### config.mk
export PLATFORM = sky130hd
export DESIGN_NAME = reliable_retransmit_tracker_unit
export DESIGN_NICKNAME = d
export VERILOG_FILES = /design/src/design/rrt_pkg.sv /design/src/design/rrt_datapath.sv /design/src/design/rrt_ctrl.sv /design/src/design/reliable_retransmit_tracker_unit.sv
export SDC_FILE = /design/constraint.sdc
export NUM_CORES = 2
export LEC_CHECK = 0
export ABC_CLOCK_PERIOD_IN_PS = 16650
export BUFFER_PORTS_ARGS = -buffer_cell sky130_fd_sc_hd__buf_2
export CAP_MARGIN = 20
export CORE_ASPECT_RATIO = 1.75
export CORE_MARGIN = 2
export CORE_UTILIZATION = 50
export DETAILED_ROUTE_END_ITERATION = 10
export HOLD_SLACK_MARGIN = 0.12
export PLACE_DENSITY_LB_ADDON = 0.05
export SETUP_SLACK_MARGIN = 0.02
export SYNTH_ARGS = -nofsm -noshare
export SYNTH_HDL_FRONTEND = slang
export SYNTH_MEMORY_MAX_BITS = 65536
export SYNTH_SLANG_ARGS = --single-unit
### constraint.sdc
create_clock -name clock -period 16.65 [get_ports clock]
set_input_delay 0 -clock clock [delete_from_list [all_inputs] [get_ports clock]]
set_output_delay 0 -clock clock [all_outputs]
set_load 0.02 [all_outputs]
### src/design/rrt_pkg.sv
package rrt_pkg;

   // Table size default
   localparam int SLOTS_DEFAULT = 64;

   // Register port shape
   localparam int CSR_IDX_W  = 1;
   localparam int CSR_DATA_W = 16;

   // Register indexes
   localparam logic [CSR_IDX_W-1:0] CSR_RESEND_PERIOD = 1'b0;
   localparam logic [CSR_IDX_W-1:0] CSR_RETRY_LIMIT   = 1'b1;

   // Register reset values
   localparam logic [15:0] RESEND_PERIOD_RESET = 16'd500;
   localparam logic [3:0]  RETRY_LIMIT_RESET   = 4'd5;

   // Request codes
   localparam logic [1:0] REQ_ENQUEUE = 2'd0;
   localparam logic [1:0] REQ_ACK     = 2'd1;
   localparam logic [1:0] REQ_TICK    = 2'd2;
   localparam logic [1:0] REQ_UNUSED  = 2'd3;

   // Event codes
   localparam logic [2:0] EV_ENQUEUED      = 3'd0;
   localparam logic [2:0] EV_TABLE_FULL    = 3'd1;
   localparam logic [2:0] EV_ACK_MATCHED   = 3'd2;
   localparam logic [2:0] EV_ACK_UNMATCHED = 3'd3;
   localparam logic [2:0] EV_RESEND        = 3'd4;
   localparam logic [2:0] EV_GIVE_UP       = 3'd5;

   typedef struct packed {
      logic [1:0]  req_type;
      logic [31:0] msg_id;
      logic [15:0] dest_id;
      logic [15:0] elapsed;
   } req_payload_type;

   typedef struct packed {
      logic [2:0]  event_kind;
      logic [5:0]  slot;
      logic [31:0] event_id;
      logic [15:0] event_target;
      logic        last;
   } rsp_payload_type;

   // Which result goes to the output register this cycle
   typedef enum logic [2:0] {
      EMIT_NONE,
      EMIT_HIT,
      EMIT_MISS,
      EMIT_PEND_MID,
      EMIT_PEND_LAST
   } emit_sel_type;

   // Controller to datapath
   typedef struct packed {
      logic         accept;
      logic         advance;
      logic         commit;
      logic         load_pend;
      emit_sel_type emit;
   } ctl_cmd_type;

   // Datapath to controller
   typedef struct packed {
      logic [1:0] op;
      logic       chk_valid;
      logic       hit;
      logic       scan_done;
      logic       pend_valid;
      logic       out_space;
   } dp_status_type;

endpackage

### src/design/rrt_datapath.sv
module rrt_datapath #(
   parameter int SLOTS = rrt_pkg::SLOTS_DEFAULT
) (
   input  logic                             clock,
   input  logic                             reset,
   input  logic                             csr_wr_en,
   input  logic [rrt_pkg::CSR_IDX_W-1:0]    csr_index,
   input  logic [rrt_pkg::CSR_DATA_W-1:0]   csr_wdata,
   input  rrt_pkg::req_payload_type         req_data,
   input  rrt_pkg::ctl_cmd_type             cmd,
   output rrt_pkg::dp_status_type           status,
   output logic                             rsp_valid,
   input  logic                             rsp_ready,
   output rrt_pkg::rsp_payload_type         rsp_data
);
   import rrt_pkg::*;

   localparam int IDX_W = (SLOTS > 1) ? $clog2(SLOTS) : 1;
   localparam int CNT_W = $clog2(SLOTS + 1);

   typedef struct packed {
      logic [31:0] id;
      logic [15:0] target;
      logic [15:0] timer;
      logic [3:0]  retries;
   } entry_type;

   // Configuration
   logic [15:0] cfg_interval_ff;
   logic [3:0]  cfg_max_ff;

   // Latched request
   logic [1:0]  op_ff;
   logic [31:0] id_ff;
   logic [15:0] tgt_ff;
   logic [15:0] el_ff;

   // Slot table
   logic [SLOTS-1:0] valid_ff;
   entry_type        mem [SLOTS];
   entry_type        rdata_ff;

   // Scan pipeline
   logic [CNT_W-1:0] rd_idx_ff;
   logic             chk_valid_ff;
   logic [IDX_W-1:0] chk_idx_ff;
   logic             rd_done;
   logic             mem_re;

   // Pending tick event
   logic            pend_valid_ff;
   rsp_payload_type pend_ff;

   // Output register
   logic            rsp_valid_ff;
   rsp_payload_type rsp_data_ff;

   // Check stage
   logic            cur_valid;
   logic            id_match;
   logic [16:0]     t_sum;
   logic [15:0]     t_sat;
   logic            trigger;
   logic            give_up;
   logic            hit;
   logic            mem_we;
   entry_type       wr_entry;
   rsp_payload_type tick_event;
   rsp_payload_type emit_data;
   logic [5:0]      slot_out;

   assign rd_done   = (rd_idx_ff == CNT_W'(SLOTS));
   assign mem_re    = cmd.advance && !rd_done;
   assign cur_valid = valid_ff[chk_idx_ff];
   assign id_match  = (rdata_ff.id == id_ff);
   assign t_sum     = {1'b0, rdata_ff.timer} + {1'b0, el_ff};
   assign t_sat     = t_sum[16] ? 16'hFFFF : t_sum[15:0];
   assign trigger   = (t_sat >= cfg_interval_ff);
   assign give_up   = (rdata_ff.retries >= cfg_max_ff);
   assign slot_out  = 6'(chk_idx_ff);

   // Hit test per request
   always_comb begin
      unique case (op_ff)
         REQ_ENQUEUE: hit = !cur_valid;
         REQ_ACK:     hit = cur_valid && id_match;
         REQ_TICK:    hit = cur_valid && trigger;
         default:     hit = 1'b0;
      endcase
   end

   // Table write-back
   always_comb begin
      wr_entry = rdata_ff;
      mem_we   = 1'b0;
      if (cmd.commit && (op_ff == REQ_ENQUEUE)) begin
         mem_we           = 1'b1;
         wr_entry.id      = id_ff;
         wr_entry.target  = tgt_ff;
         wr_entry.timer   = '0;
         wr_entry.retries = '0;
      end else if (cmd.commit && (op_ff == REQ_TICK) && cur_valid) begin
         mem_we         = 1'b1;
         wr_entry.timer = trigger ? 16'd0 : t_sat;
         if (trigger && !give_up) begin
            wr_entry.retries = 4'(rdata_ff.retries + 4'd1);
         end
      end
   end

   // Tick event for the slot under check
   always_comb begin
      tick_event.event_kind   = give_up ? EV_GIVE_UP : EV_RESEND;
      tick_event.slot         = slot_out;
      tick_event.event_id     = rdata_ff.id;
      tick_event.event_target = rdata_ff.target;
      tick_event.last         = 1'b0;
   end

   // Result selection
   always_comb begin
      emit_data = pend_ff;
      unique case (cmd.emit)
         EMIT_HIT: begin
            emit_data.slot = slot_out;
            emit_data.last = 1'b1;
            if (op_ff == REQ_ENQUEUE) begin
               emit_data.event_kind   = EV_ENQUEUED;
               emit_data.event_id     = id_ff;
               emit_data.event_target = tgt_ff;
            end else begin
               emit_data.event_kind   = EV_ACK_MATCHED;
               emit_data.event_id     = rdata_ff.id;
               emit_data.event_target = rdata_ff.target;
            end
         end
         EMIT_MISS: begin
            emit_data.slot     = '0;
            emit_data.event_id = id_ff;
            emit_data.last     = 1'b1;
            if (op_ff == REQ_ENQUEUE) begin
               emit_data.event_kind   = EV_TABLE_FULL;
               emit_data.event_target = tgt_ff;
            end else begin
               emit_data.event_kind   = EV_ACK_UNMATCHED;
               emit_data.event_target = '0;
            end
         end
         EMIT_PEND_MID:  emit_data.last = 1'b0;
         EMIT_PEND_LAST: emit_data.last = 1'b1;
         default:        emit_data = pend_ff;
      endcase
   end

   // Configuration registers
   always_ff @(posedge clock) begin
      if (reset) begin
         cfg_interval_ff <= RESEND_PERIOD_RESET;
         cfg_max_ff      <= RETRY_LIMIT_RESET;
      end else if (csr_wr_en) begin
         unique case (csr_index)
            CSR_RESEND_PERIOD: cfg_interval_ff <= csr_wdata;
            CSR_RETRY_LIMIT:   cfg_max_ff      <= csr_wdata[3:0];
            default:           cfg_max_ff      <= cfg_max_ff;
         endcase
      end
   end

   // Request latch
   always_ff @(posedge clock) begin
      if (cmd.accept) begin
         op_ff  <= req_data.req_type;
         id_ff  <= req_data.msg_id;
         tgt_ff <= req_data.dest_id;
         el_ff  <= req_data.elapsed;
      end
   end

   // Slot memory: one write, one registered read
   always_ff @(posedge clock) begin
      if (mem_we) begin
         mem[chk_idx_ff] <= wr_entry;
      end
      if (mem_re) begin
         rdata_ff <= mem[rd_idx_ff[IDX_W-1:0]];
      end
   end

   // Valid bits
   always_ff @(posedge clock) begin
      if (reset) begin
         valid_ff <= '0;
      end else if (cmd.commit) begin
         if (op_ff == REQ_ENQUEUE) begin
            valid_ff[chk_idx_ff] <= 1'b1;
         end else if (op_ff == REQ_ACK) begin
            valid_ff[chk_idx_ff] <= 1'b0;
         end else if ((op_ff == REQ_TICK) && cur_valid && trigger && give_up) begin
            valid_ff[chk_idx_ff] <= 1'b0;
         end
      end
   end

   // Scan pipeline: read stage then check stage
   always_ff @(posedge clock) begin
      if (reset) begin
         rd_idx_ff    <= '0;
         chk_valid_ff <= 1'b0;
         chk_idx_ff   <= '0;
      end else if (cmd.accept) begin
         rd_idx_ff    <= '0;
         chk_valid_ff <= 1'b0;
      end else if (cmd.advance) begin
         if (!rd_done) begin
            chk_idx_ff   <= rd_idx_ff[IDX_W-1:0];
            chk_valid_ff <= 1'b1;
            rd_idx_ff    <= rd_idx_ff + CNT_W'(1);
         end else begin
            chk_valid_ff <= 1'b0;
         end
      end
   end

   // Pending tick event, held until the next one shows whether it is final
   always_ff @(posedge clock) begin
      if (reset) begin
         pend_valid_ff <= 1'b0;
      end else if (cmd.load_pend) begin
         pend_valid_ff <= 1'b1;
      end else if (cmd.emit == EMIT_PEND_LAST) begin
         pend_valid_ff <= 1'b0;
      end
   end

   always_ff @(posedge clock) begin
      if (cmd.load_pend) begin
         pend_ff <= tick_event;
      end
   end

   // Output register
   always_ff @(posedge clock) begin
      if (reset) begin
         rsp_valid_ff <= 1'b0;
      end else if (cmd.emit != EMIT_NONE) begin
         rsp_valid_ff <= 1'b1;
      end else if (rsp_ready) begin
         rsp_valid_ff <= 1'b0;
      end
   end

   always_ff @(posedge clock) begin
      if (cmd.emit != EMIT_NONE) begin
         rsp_data_ff <= emit_data;
      end
   end

   assign rsp_valid = rsp_valid_ff;
   assign rsp_data  = rsp_data_ff;

   // Status to controller
   assign status.op         = op_ff;
   assign status.chk_valid  = chk_valid_ff;
   assign status.hit        = hit;
   assign status.scan_done  = !chk_valid_ff && rd_done;
   assign status.pend_valid = pend_valid_ff;
   assign status.out_space  = !rsp_valid_ff || rsp_ready;

endmodule

### src/design/rrt_ctrl.sv
module rrt_ctrl (
   input  logic                    clock,
   input  logic                    reset,
   input  logic                    req_valid,
   input  logic [1:0]              req_kind,
   output logic                    req_ready,
   input  rrt_pkg::dp_status_type  status,
   output rrt_pkg::ctl_cmd_type    cmd
);
   import rrt_pkg::*;

   typedef enum logic {
      ST_IDLE,
      ST_SCAN
   } state_type;

   state_type state_ff;
   state_type state_in;
   logic      req_ready_ff;
   logic      req_ready_in;
   logic      take;
   logic      done;

   assign take = req_valid && req_ready_ff;

   // Command decode
   always_comb begin
      cmd.accept    = 1'b0;
      cmd.advance   = 1'b0;
      cmd.commit    = 1'b0;
      cmd.load_pend = 1'b0;
      cmd.emit      = EMIT_NONE;
      done          = 1'b0;
      if (state_ff == ST_IDLE) begin
         cmd.accept = take && (req_kind != REQ_UNUSED);
      end else begin
         priority if (status.chk_valid && status.hit) begin
            unique case (status.op)
               REQ_ENQUEUE, REQ_ACK: begin
                  if (status.out_space) begin
                     cmd.commit = 1'b1;
                     cmd.emit   = EMIT_HIT;
                     done       = 1'b1;
                  end
               end
               REQ_TICK: begin
                  // a new event pushes the held one out
                  if (!status.pend_valid || status.out_space) begin
                     cmd.commit    = 1'b1;
                     cmd.load_pend = 1'b1;
                     cmd.advance   = 1'b1;
                     cmd.emit      = status.pend_valid ? EMIT_PEND_MID : EMIT_NONE;
                  end
               end
               default: done = 1'b1;
            endcase
         end else if (status.chk_valid) begin
            cmd.commit  = (status.op == REQ_TICK);
            cmd.advance = 1'b1;
         end else if (status.scan_done) begin
            unique case (status.op)
               REQ_ENQUEUE, REQ_ACK: begin
                  if (status.out_space) begin
                     cmd.emit = EMIT_MISS;
                     done     = 1'b1;
                  end
               end
               REQ_TICK: begin
                  if (!status.pend_valid) begin
                     done = 1'b1;
                  end else if (status.out_space) begin
                     cmd.emit = EMIT_PEND_LAST;
                     done     = 1'b1;
                  end
               end
               default: done = 1'b1;
            endcase
         end else begin
            cmd.advance = 1'b1;
         end
      end
   end

   // Next state
   always_comb begin
      state_in     = state_ff;
      req_ready_in = req_ready_ff;
      unique case (state_ff)
         ST_IDLE: begin
            if (take && (req_kind != REQ_UNUSED)) begin
               state_in     = ST_SCAN;
               req_ready_in = 1'b0;
            end
         end
         ST_SCAN: begin
            if (done) begin
               state_in     = ST_IDLE;
               req_ready_in = 1'b1;
            end
         end
         default: begin
            state_in     = ST_IDLE;
            req_ready_in = 1'b1;
         end
      endcase
   end

   always_ff @(posedge clock) begin
      if (reset) begin
         state_ff     <= ST_IDLE;
         req_ready_ff <= 1'b1;
      end else begin
         state_ff     <= state_in;
         req_ready_ff <= req_ready_in;
      end
   end

   assign req_ready = req_ready_ff;

endmodule

### src/design/reliable_retransmit_tracker_unit.sv
// One item at a time. Enqueue scans to the first free slot, and an ack to the slot whose ID matches;
// the scan stops at that slot and the result is registered.
// Tick, table full and unmatched ack scan the whole table. The one-read-port slot memory is
// visited one slot per cycle, stalling on a slot whose event finds the result register full.
// Reset: valid bits clear, resend period 500, retry limit 5; no clearing pass.
module reliable_retransmit_tracker_unit #(
   parameter int SLOTS = rrt_pkg::SLOTS_DEFAULT
) (
   input  logic                             clock,
   input  logic                             reset,
   input  logic                             req_valid,
   output logic                             req_ready,
   input  rrt_pkg::req_payload_type         req_data,
   output logic                             rsp_valid,
   input  logic                             rsp_ready,
   output rrt_pkg::rsp_payload_type         rsp_data,
   input  logic                             csr_wr_en,
   input  logic [rrt_pkg::CSR_IDX_W-1:0]    csr_index,
   input  logic [rrt_pkg::CSR_DATA_W-1:0]   csr_wdata
);
   import rrt_pkg::*;

   ctl_cmd_type   cmd;
   dp_status_type status;

   // Sequencer
   rrt_ctrl u_ctrl (
      .clock     (clock),
      .reset     (reset),
      .req_valid (req_valid),
      .req_kind  (req_data.req_type),
      .req_ready (req_ready),
      .status    (status),
      .cmd       (cmd)
   );

   // Slot table, scan pipeline and result register
   rrt_datapath #(
      .SLOTS (SLOTS)
   ) u_datapath (
      .clock     (clock),
      .reset     (reset),
      .csr_wr_en (csr_wr_en),
      .csr_index (csr_index),
      .csr_wdata (csr_wdata),
      .req_data  (req_data),
      .cmd       (cmd),
      .status    (status),
      .rsp_valid (rsp_valid),
      .rsp_ready (rsp_ready),
      .rsp_data  (rsp_data)
   );

endmodule

==> results.ini <==
[outcome]
outcome=finished clean

[global_routing]
grt_pass1_vias=90419
pin_count_of_the_biggest_net_entering_global_routing=132
antenna_found_initial=39
grt_usage=0.289
grt_first_pass_wirelength_um=734000
residual_overflow_from_global_routing=0

[logic_synthesis]
ys_async_sr_fraction=0
postSynthCellCount=7817
synth.avg_cell_area_um2=23.2
synth_edf_count=4599
primary_flip_flop_cell_chosen_by_synthesis_mapping=edfxtp_1
syn_area_mm2=0.181
yosys.cell_types.count=80
ys.warnings.count=0
synth.ff_latch_count=4701
yosysSeqAreaShare=0.773
synthesis.nets=7949

[cells_and_area]
layout.nets=8617
layout.core_utilization=0.570
layout_commonest_cell=edfxtp_1
num-fill-cells=26378
post-route-cell-area_mm2=0.206
syn2layout_area_growth_pct=13.5
layout-drive-gt1-share=0.293
layout.cells.most_common_list=4599 x edfxtp_1, 1338 x mux4_2, 430 x clkbuf_16

[power]
power_frac_seq=0.544
clkPwrFrac=0.408
power_report.internal_total_w=0.0189
power.density_mw_per_mm2=117
net_switching_fraction_of_the_power=0.212
leakage_nw=62.5
switching_power_w=0.00509
combinationalPowerShare=0.047
max-vdd-ir-drop_v=0.000103

[placed_design]
placement.setup.worst_slack_ns=7.09
port-buffer-count=147
finalWeightedCongestion=0.811
dp_hpwl_um=308000
placedInstanceArea_mm2=0.190

[route]
drt_drc_violations_left=0
detail-route-antenna-nets=0
detailed_router_s_first_iteration_violation_count=10281
vias=87672
drt-wirelength-per-cell_um=39.1
detail_route.vias_per_cell=6.47
finalWirelength_um=531000
detailed_routing_iterations_pass_1=6

[clocking]
cts_buffers=421
postCtsSetupRepairBufs=0
cts.sinks=4701
cts_max_level=5
ctsRootBufferMaster=clkbuf_16
clk-insertion-delay-late_ns=0.99
path_clk_slew_ns=0.07
cts_tree=done
cts_max_path_buffers=4

[floorplan]
design.die.area_mm2=0.368
die_width_um=459
top_level_ports=148
vertical_die_dimension_um=801
coreArea_mm2=0.361
start_util=0.502
floorplan.rows=292

[sta]
timing.clock.skew_ns=0.0710
fin_worst_hold_slack_ns=0.278
setup_tns_ns=0
finalSetupViolCount=0
fin_crit_sh=0.581
worst_pin_slew_ns=1.12
timing.max_slew.rel_slack=0.252
finalCriticalPeriod_ns=9.67
top_achievable_clock_speed_mhz=103
report.final.slew_viol_count=0
layout_setup_ws_ns=6.98
hold_viol=0
rsz0062_at_grt=false

[worst_setup_path]
critPathMostFrequentCell=buf_4
worstReg2RegStart=u_datapath.rdata_ff[4]
crit_path_start_kind=flip-flop
setup.worst_path.end_class=flip-flop
critPathMaxStageDelay_ns=0.75
ff2ff_setup_slack_ns=6.98
start_point_of_the_critical_path=u_datapath.rdata_ff[4]
crit_path_end=u_datapath.mem[21][59]
ff2ff_path_depth=28
critical_path_peak_fanout=36
timing.rr.end=u_datapath.mem[21][59]
slowest_stage=buf_4
cp_data_required_time_ns=17.23
worst-endpoint-arrival_ns=10.26
critical_path_class=reg -> reg

[run]
max-cap-violations=0

[min_path]
hold_path_class=in -> reg
whs_path_depth=3

==> metrics by stage <==
step | cells | power [W]
finish | 13560 | 0.0240
global route | 13542 | 0.0247
CTS | 13520 | 0.0242
detailed placement | 12548 | 0.0144
global placement | 12540 | 0.0144
floorplan | 7817 | 0.0140
==> worst min-delay path by stage <==
stage | start | endpoint
3_3_place_gp | req_data[21] | u_datapath.tgt_ff[5]
2_1_floorplan | req_data[0] | u_datapath.el_ff[0]
3_5_place_dp | req_data[44] | u_datapath.id_ff[12]
5_1_grt | req_data[18] | u_datapath.tgt_ff[2]
4_1_cts | req_data[41] | u_datapath.id_ff[9]
6_report | req_data[38] | u_datapath.id_ff[6]
==> worst max-delay path: cells and delay by family (launching register included) <==
family	cells	cell delay, ns
compound gates	15	3.99
fa+ha+maj	3	0.96
buf+inv	8	3.47
flops	1	0.40
simple gates	2	0.24
==> Yosys cell counts (5+ instances only) <==
library cell	n	area (um2)
a211o_1	8	70.1
mux2_2	49	552
nand2_1	207	777
nor2b_1	27	169
nand2b_1	82	513
o31ai_1	12	90.1
buf_2	80	400
a32o_1	16	160
nor4_1	11	68.8
inv_1	33	124
xor2_1	32	280
clkbuf_1	262	983
nor2_1	35	131
a211oi_1	102	766
ha_1	43	538
a311oi_1	6	52.6
dfxtp_1	102	2040
a22o_1	34	298
o22ai_1	29	181
nand3_1	45	225
buf_1	91	342
a31oi_1	47	294
o221ai_1	12	105
and2_1	7	43.8
o21ai_0	30	150
nor3_1	12	60.1
a21o_1	37	278
xnor2_1	14	123
buf_6	9	101
edfxtp_1	4599	138000
mux2i_1	156	1560
mux4_2	1338	30100
and3_1	12	75.1
nand4_1	71	444
a221oi_1	5	43.8
nand3b_1	18	135
a21oi_1	64	320
==> metal layers <==
| metal | up-vias | GRT usage | share of wire |
|---|---|---|---|
| li1 | 34805 | - | - |
| met2 | 3608 | 0.501 | 0.52 |
| met4 | 8 | 0.0922 | 0.037 |
| met5 | - | 0 | 0.00010 |
| met3 | 690 | 0.0374 | 0.063 |
| met1 | 48561 | 0.381 | 0.38 |
==> power groups by stage <==
stage | Clock (W) | Sequential [W] | Combinational, W
floorplan | 0 | 0.0133 | 0.000705
global placement | 0 | 0.0133 | 0.00109
detailed placement | 0 | 0.0133 | 0.00110
CTS | 0.00998 | 0.0131 | 0.00114
global route | 0.0104 | 0.0131 | 0.00120
finish | 0.00982 | 0.0131 | 0.00113
==> flip-flops by register name, summed over array words and instances (netlist names), named ones only <==
name                        count
u_datapath.rd_idx_ff            7
u_ctrl.req_ready                1
u_datapath.tgt_ff              16
u_datapath.rdata_ff            68
u_datapath.rsp_data            58
u_datapath.cfg_max_ff           4
u_datapath.mem               4352
u_ctrl.state_ff                 1
u_datapath.pend_ff             55
u_datapath.op_ff                2
u_datapath.chk_valid_ff         1
u_datapath.rsp_valid            1
u_datapath.chk_idx_ff           6
u_datapath.cfg_interval_ff     16
u_datapath.pend_valid_ff        1
u_datapath.id_ff               32
u_datapath.el_ff               16
==> logic make-up (layout without fill, tap and decap cells) <==
kind of cell	after synthesis	in the layout	share of synthesized area
AO/OA/AOI/OAI	446	446	0.0176
AND/OR/NAND/NOR	555	555	0.0159
other	0	27	0
adder cells (fa/ha/maj)	44	44	0.00308
flip-flops	4701	4701	0.773
XOR/XNOR	46	46	0.00222
buffers and inverters	482	1494	0.0109
multiplexers	1543	1543	0.178
==> what timing repair did <==
| item | 4_1_cts | 5_1_grt |
|---|---|---|
| hold buffers | 205 | 0 |
| gates resized for setup | 0 | 0 |
| hold endpoints to repair | 199 | 0 |
==> final cells by class <==
cell class,count,area [um2],share of cell area
Clock inverter,260,2520,0.0122
Antenna cell,27,67.6,0.000328
Timing Repair Buffer,689,5740,0.0279
Inverter,38,148,0.000717
Sequential cell,4701,140000,0.681
Multi-Input combinational cell,2634,40200,0.195
Tap cell,4704,5890,0.0286
Clock buffer,507,11100,0.0538
(Power assumes the default switching activity.)
